--- src/design/pasm_pkg.sv ---
package pasm_pkg;

   localparam int MAX_TERMS_DEF = 16;

   localparam int OPCODE_W = 2;
   localparam int DEGREE_W = 4;
   localparam int COEF_W   = 16;
   localparam int RDEG_W   = 5;
   localparam int RCOEF_W  = 40;
   localparam int PROD_W   = 2 * COEF_W;
   localparam int MODE_W   = 2;

   localparam int CSR_DATA_W = 32;
   localparam int CSR_ADDR_W = 3;

   // opcodes of the request channel
   localparam logic [OPCODE_W-1:0] OP_SET_FIRST  = 2'd0;
   localparam logic [OPCODE_W-1:0] OP_SET_SECOND = 2'd1;
   localparam logic [OPCODE_W-1:0] OP_COMPUTE    = 2'd2;

   // operation_mode bits: bit 1 selects multiply, else bit 0 selects subtract
   localparam int MODE_SUB_BIT = 0;
   localparam int MODE_MUL_BIT = 1;

   // register word index carried in paddr[2]
   localparam logic CSR_IDX_MODE = 1'b0;

   typedef struct packed {
      logic wr_first;
      logic wr_second;
      logic clear_stores;
      logic issue;
      logic emit_mac;
      logic emit_addsub;
      logic sub;
      logic last;
   } pasm_cmd_type;

   typedef struct packed {
      logic out_free;
   } pasm_stat_type;

endpackage

--- src/design/pasm_ctrl.sv ---
module pasm_ctrl #(
   parameter int MAX_TERMS = pasm_pkg::MAX_TERMS_DEF,
   parameter int IDX_W     = $clog2(MAX_TERMS),
   parameter int OUT_W     = $clog2(2 * MAX_TERMS - 1)
) (
   input  logic                          clock,
   input  logic                          reset,
   input  logic                          req_valid,
   output logic                          req_stall,
   input  logic [pasm_pkg::OPCODE_W-1:0] req_opcode,
   input  logic [pasm_pkg::MODE_W-1:0]   mode,
   input  pasm_pkg::pasm_stat_type       stat,
   output pasm_pkg::pasm_cmd_type        cmd,
   output logic [OUT_W-1:0]              out_idx,
   output logic [IDX_W-1:0]              term_idx
);
   import pasm_pkg::*;

   typedef enum logic [2:0] {
      ST_IDLE,
      ST_MAC,
      ST_DRAIN,
      ST_EMIT_MUL,
      ST_EMIT_AS
   } state_type;

   localparam logic [OUT_W-1:0] TERMS_O    = OUT_W'(MAX_TERMS);
   localparam logic [OUT_W-1:0] TOP_TERM_O = OUT_W'(MAX_TERMS - 1);
   localparam logic [OUT_W-1:0] LAST_MUL   = OUT_W'(2 * MAX_TERMS - 2);

   state_type        state_ff;
   logic [OUT_W-1:0] i_ff;
   logic [IDX_W-1:0] j_ff;
   logic [IDX_W-1:0] jhi_ff;

   logic             accept;
   logic [OUT_W-1:0] i_nx;
   logic [OUT_W-1:0] jlo_nx;
   logic [OUT_W-1:0] jhi_nx;

   assign accept    = req_valid && (state_ff == ST_IDLE);
   assign req_stall = (state_ff != ST_IDLE);
   assign out_idx   = i_ff;
   assign term_idx  = j_ff;

   // term range of the next output: max(0, i-M+1) .. min(i, M-1)
   always_comb begin
      i_nx = i_ff + OUT_W'(1);
      if (i_nx < TERMS_O) begin
         jlo_nx = '0;
         jhi_nx = i_nx;
      end else begin
         jlo_nx = i_nx - TOP_TERM_O;
         jhi_nx = TOP_TERM_O;
      end
   end

   always_comb begin
      cmd             = '0;
      cmd.wr_first    = accept && (req_opcode == OP_SET_FIRST);
      cmd.wr_second   = accept && (req_opcode == OP_SET_SECOND);
      cmd.sub         = mode[MODE_SUB_BIT];
      unique case (state_ff)
         ST_MAC: begin
            cmd.issue = 1'b1;
         end
         ST_EMIT_MUL: begin
            cmd.emit_mac     = stat.out_free;
            cmd.last         = (i_ff == LAST_MUL);
            cmd.clear_stores = stat.out_free && (i_ff == LAST_MUL);
         end
         ST_EMIT_AS: begin
            cmd.emit_addsub  = stat.out_free;
            cmd.last         = (i_ff == TOP_TERM_O);
            cmd.clear_stores = stat.out_free && (i_ff == TOP_TERM_O);
         end
         default: begin
         end
      endcase
   end

   always_ff @(posedge clock) begin
      if (reset) begin
         state_ff <= ST_IDLE;
         i_ff     <= '0;
         j_ff     <= '0;
         jhi_ff   <= '0;
      end else begin
         unique case (state_ff)
            ST_IDLE: begin
               if (accept && (req_opcode == OP_COMPUTE)) begin
                  i_ff     <= '0;
                  j_ff     <= '0;
                  jhi_ff   <= '0;
                  state_ff <= mode[MODE_MUL_BIT] ? ST_MAC : ST_EMIT_AS;
               end
            end
            ST_MAC: begin
               j_ff <= j_ff + IDX_W'(1);
               if (j_ff == jhi_ff) begin
                  state_ff <= ST_DRAIN;
               end
            end
            ST_DRAIN: begin
               state_ff <= ST_EMIT_MUL;
            end
            ST_EMIT_MUL: begin
               if (stat.out_free) begin
                  if (i_ff == LAST_MUL) begin
                     state_ff <= ST_IDLE;
                  end else begin
                     i_ff     <= i_nx;
                     j_ff     <= jlo_nx[IDX_W-1:0];
                     jhi_ff   <= jhi_nx[IDX_W-1:0];
                     state_ff <= ST_MAC;
                  end
               end
            end
            ST_EMIT_AS: begin
               if (stat.out_free) begin
                  i_ff <= i_nx;
                  if (i_ff == TOP_TERM_O) begin
                     state_ff <= ST_IDLE;
                  end
               end
            end
            default: begin
               state_ff <= ST_IDLE;
            end
         endcase
      end
   end

endmodule

--- src/design/pasm_datapath.sv ---
module pasm_datapath #(
   parameter int MAX_TERMS = pasm_pkg::MAX_TERMS_DEF,
   parameter int IDX_W     = $clog2(MAX_TERMS),
   parameter int OUT_W     = $clog2(2 * MAX_TERMS - 1)
) (
   input  logic                                clock,
   input  logic                                reset,
   input  pasm_pkg::pasm_cmd_type              cmd,
   output pasm_pkg::pasm_stat_type             stat,
   input  logic [OUT_W-1:0]                    out_idx,
   input  logic [IDX_W-1:0]                    term_idx,
   input  logic [pasm_pkg::DEGREE_W-1:0]       req_degree,
   input  logic signed [pasm_pkg::COEF_W-1:0]  req_coefficient,
   output logic                                rsp_valid,
   input  logic                                rsp_stall,
   output logic [pasm_pkg::RDEG_W-1:0]         rsp_result_degree,
   output logic signed [pasm_pkg::RCOEF_W-1:0] rsp_result_coefficient,
   output logic                                rsp_last
);
   import pasm_pkg::*;

   logic signed [COEF_W-1:0]  first_ff  [MAX_TERMS];
   logic signed [COEF_W-1:0]  second_ff [MAX_TERMS];
   logic [MAX_TERMS-1:0]      first_vld_ff;
   logic [MAX_TERMS-1:0]      second_vld_ff;

   logic signed [PROD_W-1:0]  prod_ff;
   logic                      prod_vld_ff;
   logic signed [RCOEF_W-1:0] acc_ff;

   logic                      rsp_valid_ff;
   logic [RDEG_W-1:0]         rsp_deg_ff;
   logic signed [RCOEF_W-1:0] rsp_coef_ff;
   logic                      rsp_last_ff;

   logic [31:0]               deg_ext;
   logic                      deg_ok;
   logic [IDX_W-1:0]          wr_idx;
   logic [OUT_W-1:0]          k_full;
   logic [IDX_W-1:0]          a_idx;
   logic [IDX_W-1:0]          b_idx;
   logic signed [COEF_W-1:0]  a_rd;
   logic signed [COEF_W-1:0]  b_rd;
   logic signed [RCOEF_W-1:0] a_ext;
   logic signed [RCOEF_W-1:0] b_ext;
   logic signed [RCOEF_W-1:0] as_val;
   logic [31:0]               rdeg_ext;

   assign deg_ext = 32'(req_degree);
   assign deg_ok  = (deg_ext < 32'(MAX_TERMS));
   assign wr_idx  = deg_ext[IDX_W-1:0];

   // multiply reads first[j] and second[i-j]; add/sub reads both at i
   assign k_full = out_idx - OUT_W'(term_idx);
   always_comb begin
      if (cmd.issue) begin
         a_idx = term_idx;
         b_idx = k_full[IDX_W-1:0];
      end else begin
         a_idx = out_idx[IDX_W-1:0];
         b_idx = out_idx[IDX_W-1:0];
      end
   end

   // entries never written since the last clear read as zero
   assign a_rd   = first_vld_ff[a_idx]  ? first_ff[a_idx]  : '0;
   assign b_rd   = second_vld_ff[b_idx] ? second_ff[b_idx] : '0;
   assign a_ext  = RCOEF_W'(a_rd);
   assign b_ext  = RCOEF_W'(b_rd);
   assign as_val = cmd.sub ? (a_ext - b_ext) : (a_ext + b_ext);

   assign rdeg_ext = 32'(out_idx);

   always_ff @(posedge clock) begin
      if (cmd.wr_first && deg_ok) begin
         first_ff[wr_idx] <= req_coefficient;
      end
      if (cmd.wr_second && deg_ok) begin
         second_ff[wr_idx] <= req_coefficient;
      end
   end

   always_ff @(posedge clock) begin
      if (reset || cmd.clear_stores) begin
         first_vld_ff  <= '0;
         second_vld_ff <= '0;
      end else begin
         if (cmd.wr_first && deg_ok) begin
            first_vld_ff[wr_idx] <= 1'b1;
         end
         if (cmd.wr_second && deg_ok) begin
            second_vld_ff[wr_idx] <= 1'b1;
         end
      end
   end

   always_ff @(posedge clock) begin
      if (cmd.issue) begin
         prod_ff <= a_rd * b_rd;
      end
   end

   always_ff @(posedge clock) begin
      if (reset) begin
         prod_vld_ff <= 1'b0;
         acc_ff      <= '0;
      end else begin
         prod_vld_ff <= cmd.issue;
         if (cmd.emit_mac) begin
            acc_ff <= '0;
         end else if (prod_vld_ff) begin
            acc_ff <= acc_ff + RCOEF_W'(prod_ff);
         end
      end
   end

   assign stat.out_free = !rsp_valid_ff || !rsp_stall;

   always_ff @(posedge clock) begin
      if (reset) begin
         rsp_valid_ff <= 1'b0;
      end else if (cmd.emit_mac || cmd.emit_addsub) begin
         rsp_valid_ff <= 1'b1;
      end else if (!rsp_stall) begin
         rsp_valid_ff <= 1'b0;
      end
   end

   always_ff @(posedge clock) begin
      if (cmd.emit_mac || cmd.emit_addsub) begin
         rsp_deg_ff  <= rdeg_ext[RDEG_W-1:0];
         rsp_coef_ff <= cmd.emit_mac ? acc_ff : as_val;
         rsp_last_ff <= cmd.last;
      end
   end

   assign rsp_valid              = rsp_valid_ff;
   assign rsp_result_degree      = rsp_deg_ff;
   assign rsp_result_coefficient = rsp_coef_ff;
   assign rsp_last               = rsp_last_ff;

endmodule

--- src/design/polynomial_add_sub_multiply_unit.sv ---
// channel   direction  handshake             beat
// req       in         req_valid/req_stall   opcode, degree, coefficient
// rsp       out        rsp_valid/rsp_stall   result_degree, result_coefficient, last
// csr       in/out     psel/penable/pready   operation_mode at word 0
//
// Load items (and the unused opcode) leave the sequencer idle, so req stays open.
// Add/subtract emits MAX_TERMS beats at one per cycle while rsp is not stalled;
// multiply runs one shared 16x16 multiply-accumulate per term, and each output
// passes through the MAC, DRAIN and EMIT_MUL states in that order.
// Reset clears both coefficient stores and the mode register at once.
// A stalled rsp holds the sequencer; req is stalled for the whole compute.
module polynomial_add_sub_multiply_unit #(
   parameter int MAX_TERMS = pasm_pkg::MAX_TERMS_DEF
) (
   input  logic                                  clock,
   input  logic                                  reset,
   input  logic                                  req_valid,
   output logic                                  req_stall,
   input  logic [pasm_pkg::OPCODE_W-1:0]         req_opcode,
   input  logic [pasm_pkg::DEGREE_W-1:0]         req_degree,
   input  logic signed [pasm_pkg::COEF_W-1:0]    req_coefficient,
   output logic                                  rsp_valid,
   input  logic                                  rsp_stall,
   output logic [pasm_pkg::RDEG_W-1:0]           rsp_result_degree,
   output logic signed [pasm_pkg::RCOEF_W-1:0]   rsp_result_coefficient,
   output logic                                  rsp_last,
   input  logic                                  psel,
   input  logic                                  penable,
   input  logic                                  pwrite,
   input  logic [pasm_pkg::CSR_ADDR_W-1:0]       paddr,
   input  logic [pasm_pkg::CSR_DATA_W-1:0]       pwdata,
   output logic [pasm_pkg::CSR_DATA_W-1:0]       prdata,
   output logic                                  pready
);
   import pasm_pkg::*;

   localparam int IDX_W = $clog2(MAX_TERMS);
   localparam int OUT_W = $clog2(2 * MAX_TERMS - 1);

   logic [MODE_W-1:0] mode_ff;
   logic              mode_sel;
   pasm_cmd_type      cmd;
   pasm_stat_type     stat;
   logic [OUT_W-1:0]  out_idx;
   logic [IDX_W-1:0]  term_idx;

   assign pready   = 1'b1;
   assign mode_sel = (paddr[2] == CSR_IDX_MODE);
   assign prdata   = mode_sel ? CSR_DATA_W'(mode_ff) : '0;

   always_ff @(posedge clock) begin
      if (reset) begin
         mode_ff <= '0;
      end else if (psel && penable && pwrite && pready && mode_sel) begin
         mode_ff <= pwdata[MODE_W-1:0];
      end
   end

   pasm_ctrl #(
      .MAX_TERMS (MAX_TERMS),
      .IDX_W     (IDX_W),
      .OUT_W     (OUT_W)
   ) u_ctrl (
      .clock      (clock),
      .reset      (reset),
      .req_valid  (req_valid),
      .req_stall  (req_stall),
      .req_opcode (req_opcode),
      .mode       (mode_ff),
      .stat       (stat),
      .cmd        (cmd),
      .out_idx    (out_idx),
      .term_idx   (term_idx)
   );

   pasm_datapath #(
      .MAX_TERMS (MAX_TERMS),
      .IDX_W     (IDX_W),
      .OUT_W     (OUT_W)
   ) u_datapath (
      .clock                  (clock),
      .reset                  (reset),
      .cmd                    (cmd),
      .stat                   (stat),
      .out_idx                (out_idx),
      .term_idx               (term_idx),
      .req_degree             (req_degree),
      .req_coefficient        (req_coefficient),
      .rsp_valid              (rsp_valid),
      .rsp_stall              (rsp_stall),
      .rsp_result_degree      (rsp_result_degree),
      .rsp_result_coefficient (rsp_result_coefficient),
      .rsp_last               (rsp_last)
   );

`ifndef SYNTHESIS
   // MAC never runs while a new request could be taken
   assert property (@(posedge clock) disable iff (reset) cmd.issue |-> req_stall)
      else $error("multiply-accumulate active while req is open");

   // a beat is only loaded into a free output register
   assert property (@(posedge clock) disable iff (reset)
      (cmd.emit_mac || cmd.emit_addsub) |-> stat.out_free)
      else $error("result loaded over an unaccepted beat");

   // stores are cleared only together with the final beat
   assert property (@(posedge clock) disable iff (reset)
      cmd.clear_stores |-> (cmd.last && (cmd.emit_mac || cmd.emit_addsub)))
      else $error("stores cleared outside the last beat");

   // after the last beat is loaded the sequencer is idle again
   assert property (@(posedge clock) disable iff (reset)
      cmd.clear_stores |=> !req_stall)
      else $error("sequencer not idle after last beat");
`endif

endmodule
--- config.mk ---
export PLATFORM = sky130hd
export DESIGN_NAME = polynomial_add_sub_multiply_unit
export DESIGN_NICKNAME = d
export VERILOG_FILES = /design/src/design/pasm_pkg.sv /design/src/design/pasm_ctrl.sv /design/src/design/pasm_datapath.sv /design/src/design/polynomial_add_sub_multiply_unit.sv
export SDC_FILE = /design/constraint.sdc
export NUM_CORES = 2
export LEC_CHECK = 0
export ABC_AREA = 1
export ABC_CLOCK_PERIOD_IN_PS = 9320
export BUFFER_PORTS_ARGS = -buffer_cell sky130_fd_sc_hd__buf_2
export CORE_AREA = 2 2 290 292
export DETAILED_ROUTE_END_ITERATION = 6
export DIE_AREA = 0 0 292 294
export PLACE_DENSITY_LB_ADDON = 0.08
export SYNTH_ARGS = -nofsm -noshare
export SYNTH_HDL_FRONTEND = slang
export SYNTH_SLANG_ARGS = --single-unit
--- constraint.sdc ---
create_clock -name clock -period 9.32 [get_ports clock]
set_clock_uncertainty 0.2 [all_clocks]
set_input_delay 1.398 -clock clock [delete_from_list [all_inputs] [get_ports clock]]
set_output_delay 1.398 -clock clock [all_outputs]
set_load 0.005 [all_outputs]
==> impl_metrics.env <==
export IMPL_p_sw_mw=8.33
export IMPL_syn_area_per_cell_um2=10.0
export IMPL_hold_path_class="flip-flop to flip-flop"
export IMPL_antenna_found_initial=1
export IMPL_post_place_ws_ns=0.218
export IMPL_pwr_share_seq=0.232
export IMPL_initial_utilization=0.495
export IMPL_finalHoldViolCount=0
export IMPL_tightest_slew_ns=1.22
export IMPL_cts_resized=0
export IMPL_die_area_mm2=0.0858
export IMPL_initialDrtViolationCount=1956
export IMPL_min_period_over_period=0.951
export IMPL_dp_cells=5204
export IMPL_final_min_clock_period_ns=8.86
export IMPL_slowest_delay_ns=0.54
export IMPL_place_congestion=0.956
export IMPL_yosysTopAreaCell="edfxtp_1"
export IMPL_core_area_mm2=0.0829
export IMPL_holdBufCountCts=0
export IMPL_root_buffer="clkbuf_16"
export IMPL_most_common_layout_cells="nand2_1 (629), edfxtp_1 (590), nand3_1 (584)"
export IMPL_final_fill_count=7346
export IMPL_vias=29200
export IMPL_status="finished, final reports clean"
export IMPL_ir_drop_v=0.000363
export IMPL_drtPass1Iterations=5
export IMPL_synth_top_area_frac=0.432
export IMPL_area_growth_pct=11.0
export IMPL_fin_cells=5344
export IMPL_cts_tree="done"
export IMPL_worst_slack_ns=0.460
export IMPL_power_leakage_nw=18.9
export IMPL_ys_top_cells_by_area="edfxtp_1 (43%), fa_1 (13%), nand3_1 (7.1%)"
export IMPL_cp_start_kind="flip-flop"
export IMPL_fmax_ghz=0.113
export IMPL_fin_nets=4678
export IMPL_ys_ff_latch=682
export IMPL_wire_per_inst_um=21.2
export IMPL_worstSkewPairLatency_ns=0.66
export IMPL_grt_first_pass_wirelength_um=173000
export IMPL_synth_edf_count=590
export IMPL_yosys_warnings=0
export IMPL_grt_remaining_overflow=0
export IMPL_switching_share=0.481
export IMPL_layout_commonest_cell="nand2_1"
export IMPL_tns_ns=0
export IMPL_wirelength_um=113000
export IMPL_drt_vias_per_instance=5.47
export IMPL_drv_slew=0
export IMPL_io_buffer_count=81
export IMPL_yosys_cell_types_count=59
export IMPL_rows=106
export IMPL_critPathArrivalTime_ns=9.10
export IMPL_netlist_instances=4103
export IMPL_detailed_place_hpwl_um=78600
export IMPL_cts_setup_buffers=0
export IMPL_path_class="flip-flop to flip-flop"
export IMPL_report_final_setup_viol=0
export IMPL_whs_ns=0.268
export IMPL_die_w_um=292
export IMPL_ant_nets=0
export IMPL_final_core_util=0.550
export IMPL_combPwrFrac=0.595
export IMPL_drc_errors=0
export IMPL_synthArstFlopShare=0
export IMPL_clockPowerShare=0.173
export IMPL_cts_buffers=75
export IMPL_p_int_mw=8.99
export IMPL_die_y_um=294
export IMPL_rsz0062_at_grt="false"
export IMPL_slew_limit_headroom=0.183
export IMPL_grt_max_degree=111
export IMPL_ios=145
export IMPL_cts_clk_slew_worst_paths_ns=0.06
export IMPL_syn_area_mm2=0.0410
export IMPL_grt_util_all_layers=0.266
export IMPL_cts_max_level=3
export IMPL_required_ns=9.56
export IMPL_yosysSeqAreaShare=0.477
export IMPL_cts_max_path_buffers=3
export IMPL_cellPowerDensity_mw_per_mm2=380
export IMPL_synthFlopType="edfxtp_1"
export IMPL_grt_pass1_vias=29000
export IMPL_cp_end_kind="flip-flop"
export IMPL_clock_sinks=682
export IMPL_max_cap_violations=0
export IMPL_crit_slowest_cell="fa_1"
export IMPL_drive_gt1_frac=0.104
export IMPL_cp_max_fo=20
[per-layer routing]
| metal | global-route usage | share of wire | vias to the layer above |
|---|---|---|---|
| met5 | 0 | 0 | - |
| met4 | 0.103 | 0.039 | 0 |
| met3 | 0.0308 | 0.052 | 204 |
| met2 | 0.456 | 0.49 | 856 |
| met1 | 0.348 | 0.42 | 14200 |
| li1 | - | - | 13900 |
[stage by stage]
step	power [mW]	instance area, um2
finish	17.3	45600
global route	18.6	45600
CTS	17.4	45500
detailed placement	14.3	43000
global placement	14.3	43000
floorplan	10.9	41200
[Yosys cell counts (45+ instances only)]
cell type and n:
nand3_1 585, fa_1 266, buf_2 89, buf_4 45
a31oi_1 50, nand2_1 631, dfxtp_1 92, nor2_1 449
edfxtp_1 590, a21oi_1 143, o21ai_0 135, ha_1 146
xor2_1 64, clkbuf_1 64, inv_1 472
[cell families (layout without fill, tap and decap cells)]
| group | Yosys count | count (layout) | share of synthesized area |
|---|---|---|---|
| AND/OR/NAND/NOR | 1757 | 1757 | 0.190 |
| buffers and inverters | 705 | 835 | 0.0729 |
| flip-flops | 682 | 682 | 0.477 |
| AO/OA/AOI/OAI | 441 | 441 | 0.0642 |
| adder cells (fa/ha/maj) | 412 | 412 | 0.174 |
| XOR/XNOR | 104 | 104 | 0.0224 |
| other | 2 | 33 | 0.000183 |
[registers in the layout (all words and copies together), names as in the netlist]
name,cells
u_ctrl.term_idx,4
u_datapath.prod_ff,32
u_datapath.first_ff,256
u_datapath.second_vld_ff,16
u_datapath.rsp_last,1
u_datapath.first_vld_ff,16
u_datapath.rsp_result_coefficient,40
u_ctrl.out_idx,5
u_ctrl.state_ff,3
u_datapath.acc_ff,40
u_datapath.rsp_result_degree,5
u_datapath.prod_vld_ff,1
u_ctrl.jhi_ff,4
mode_ff,2
u_datapath.second_ff,256
u_datapath.rsp_valid,1
[critical path, delay by kind of cell, from the launching register on]
kind / cells / cell delay [ns]
fa+ha+maj: 9 / 4.06
simple gates: 12 / 1.63
buf+inv: 10 / 1.23
compound gates: 4 / 0.84
xor+xnor: 1 / 0.33
flops: 1 / 0.31
[power by group through the flow]
stage,clock network [mW],registers [mW],logic [mW]
floorplan,0,4.06,6.87
CTS,3.05,4.03,10.3
finish,2.99,4.02,10.3
global placement,0,4.09,10.2
global route,3.16,4.04,11.4
detailed placement,0,4.09,10.3
[area by class of cell]
class,count,area [um2],area share
inverters,492,1850,0.0407
clock buffers,104,2100,0.0460
flip-flops and latches,682,19600,0.429
well taps,1080,1350,0.0297
clock inverters,33,413,0.00906
diodes,2,5.00,0.000110
multi-input cells,2745,18700,0.411
repair buffers,206,1540,0.0339
[path summary, 6_finish.rpt]
check                                   start                           to  slack, ns  cells after the start
setup / recovery            u_ctrl.out_idx[0]       u_datapath.prod_ff[25]       0.46                     36
hold / removal    u_datapath.second_vld_ff[9]  u_datapath.second_vld_ff[9]       0.27                      2
setup reg to reg            u_ctrl.out_idx[0]       u_datapath.prod_ff[25]       0.46                     36
hold reg to reg   u_datapath.second_vld_ff[9]  u_datapath.second_vld_ff[9]       0.27                      2
Power figures use the tool's default switching activity.
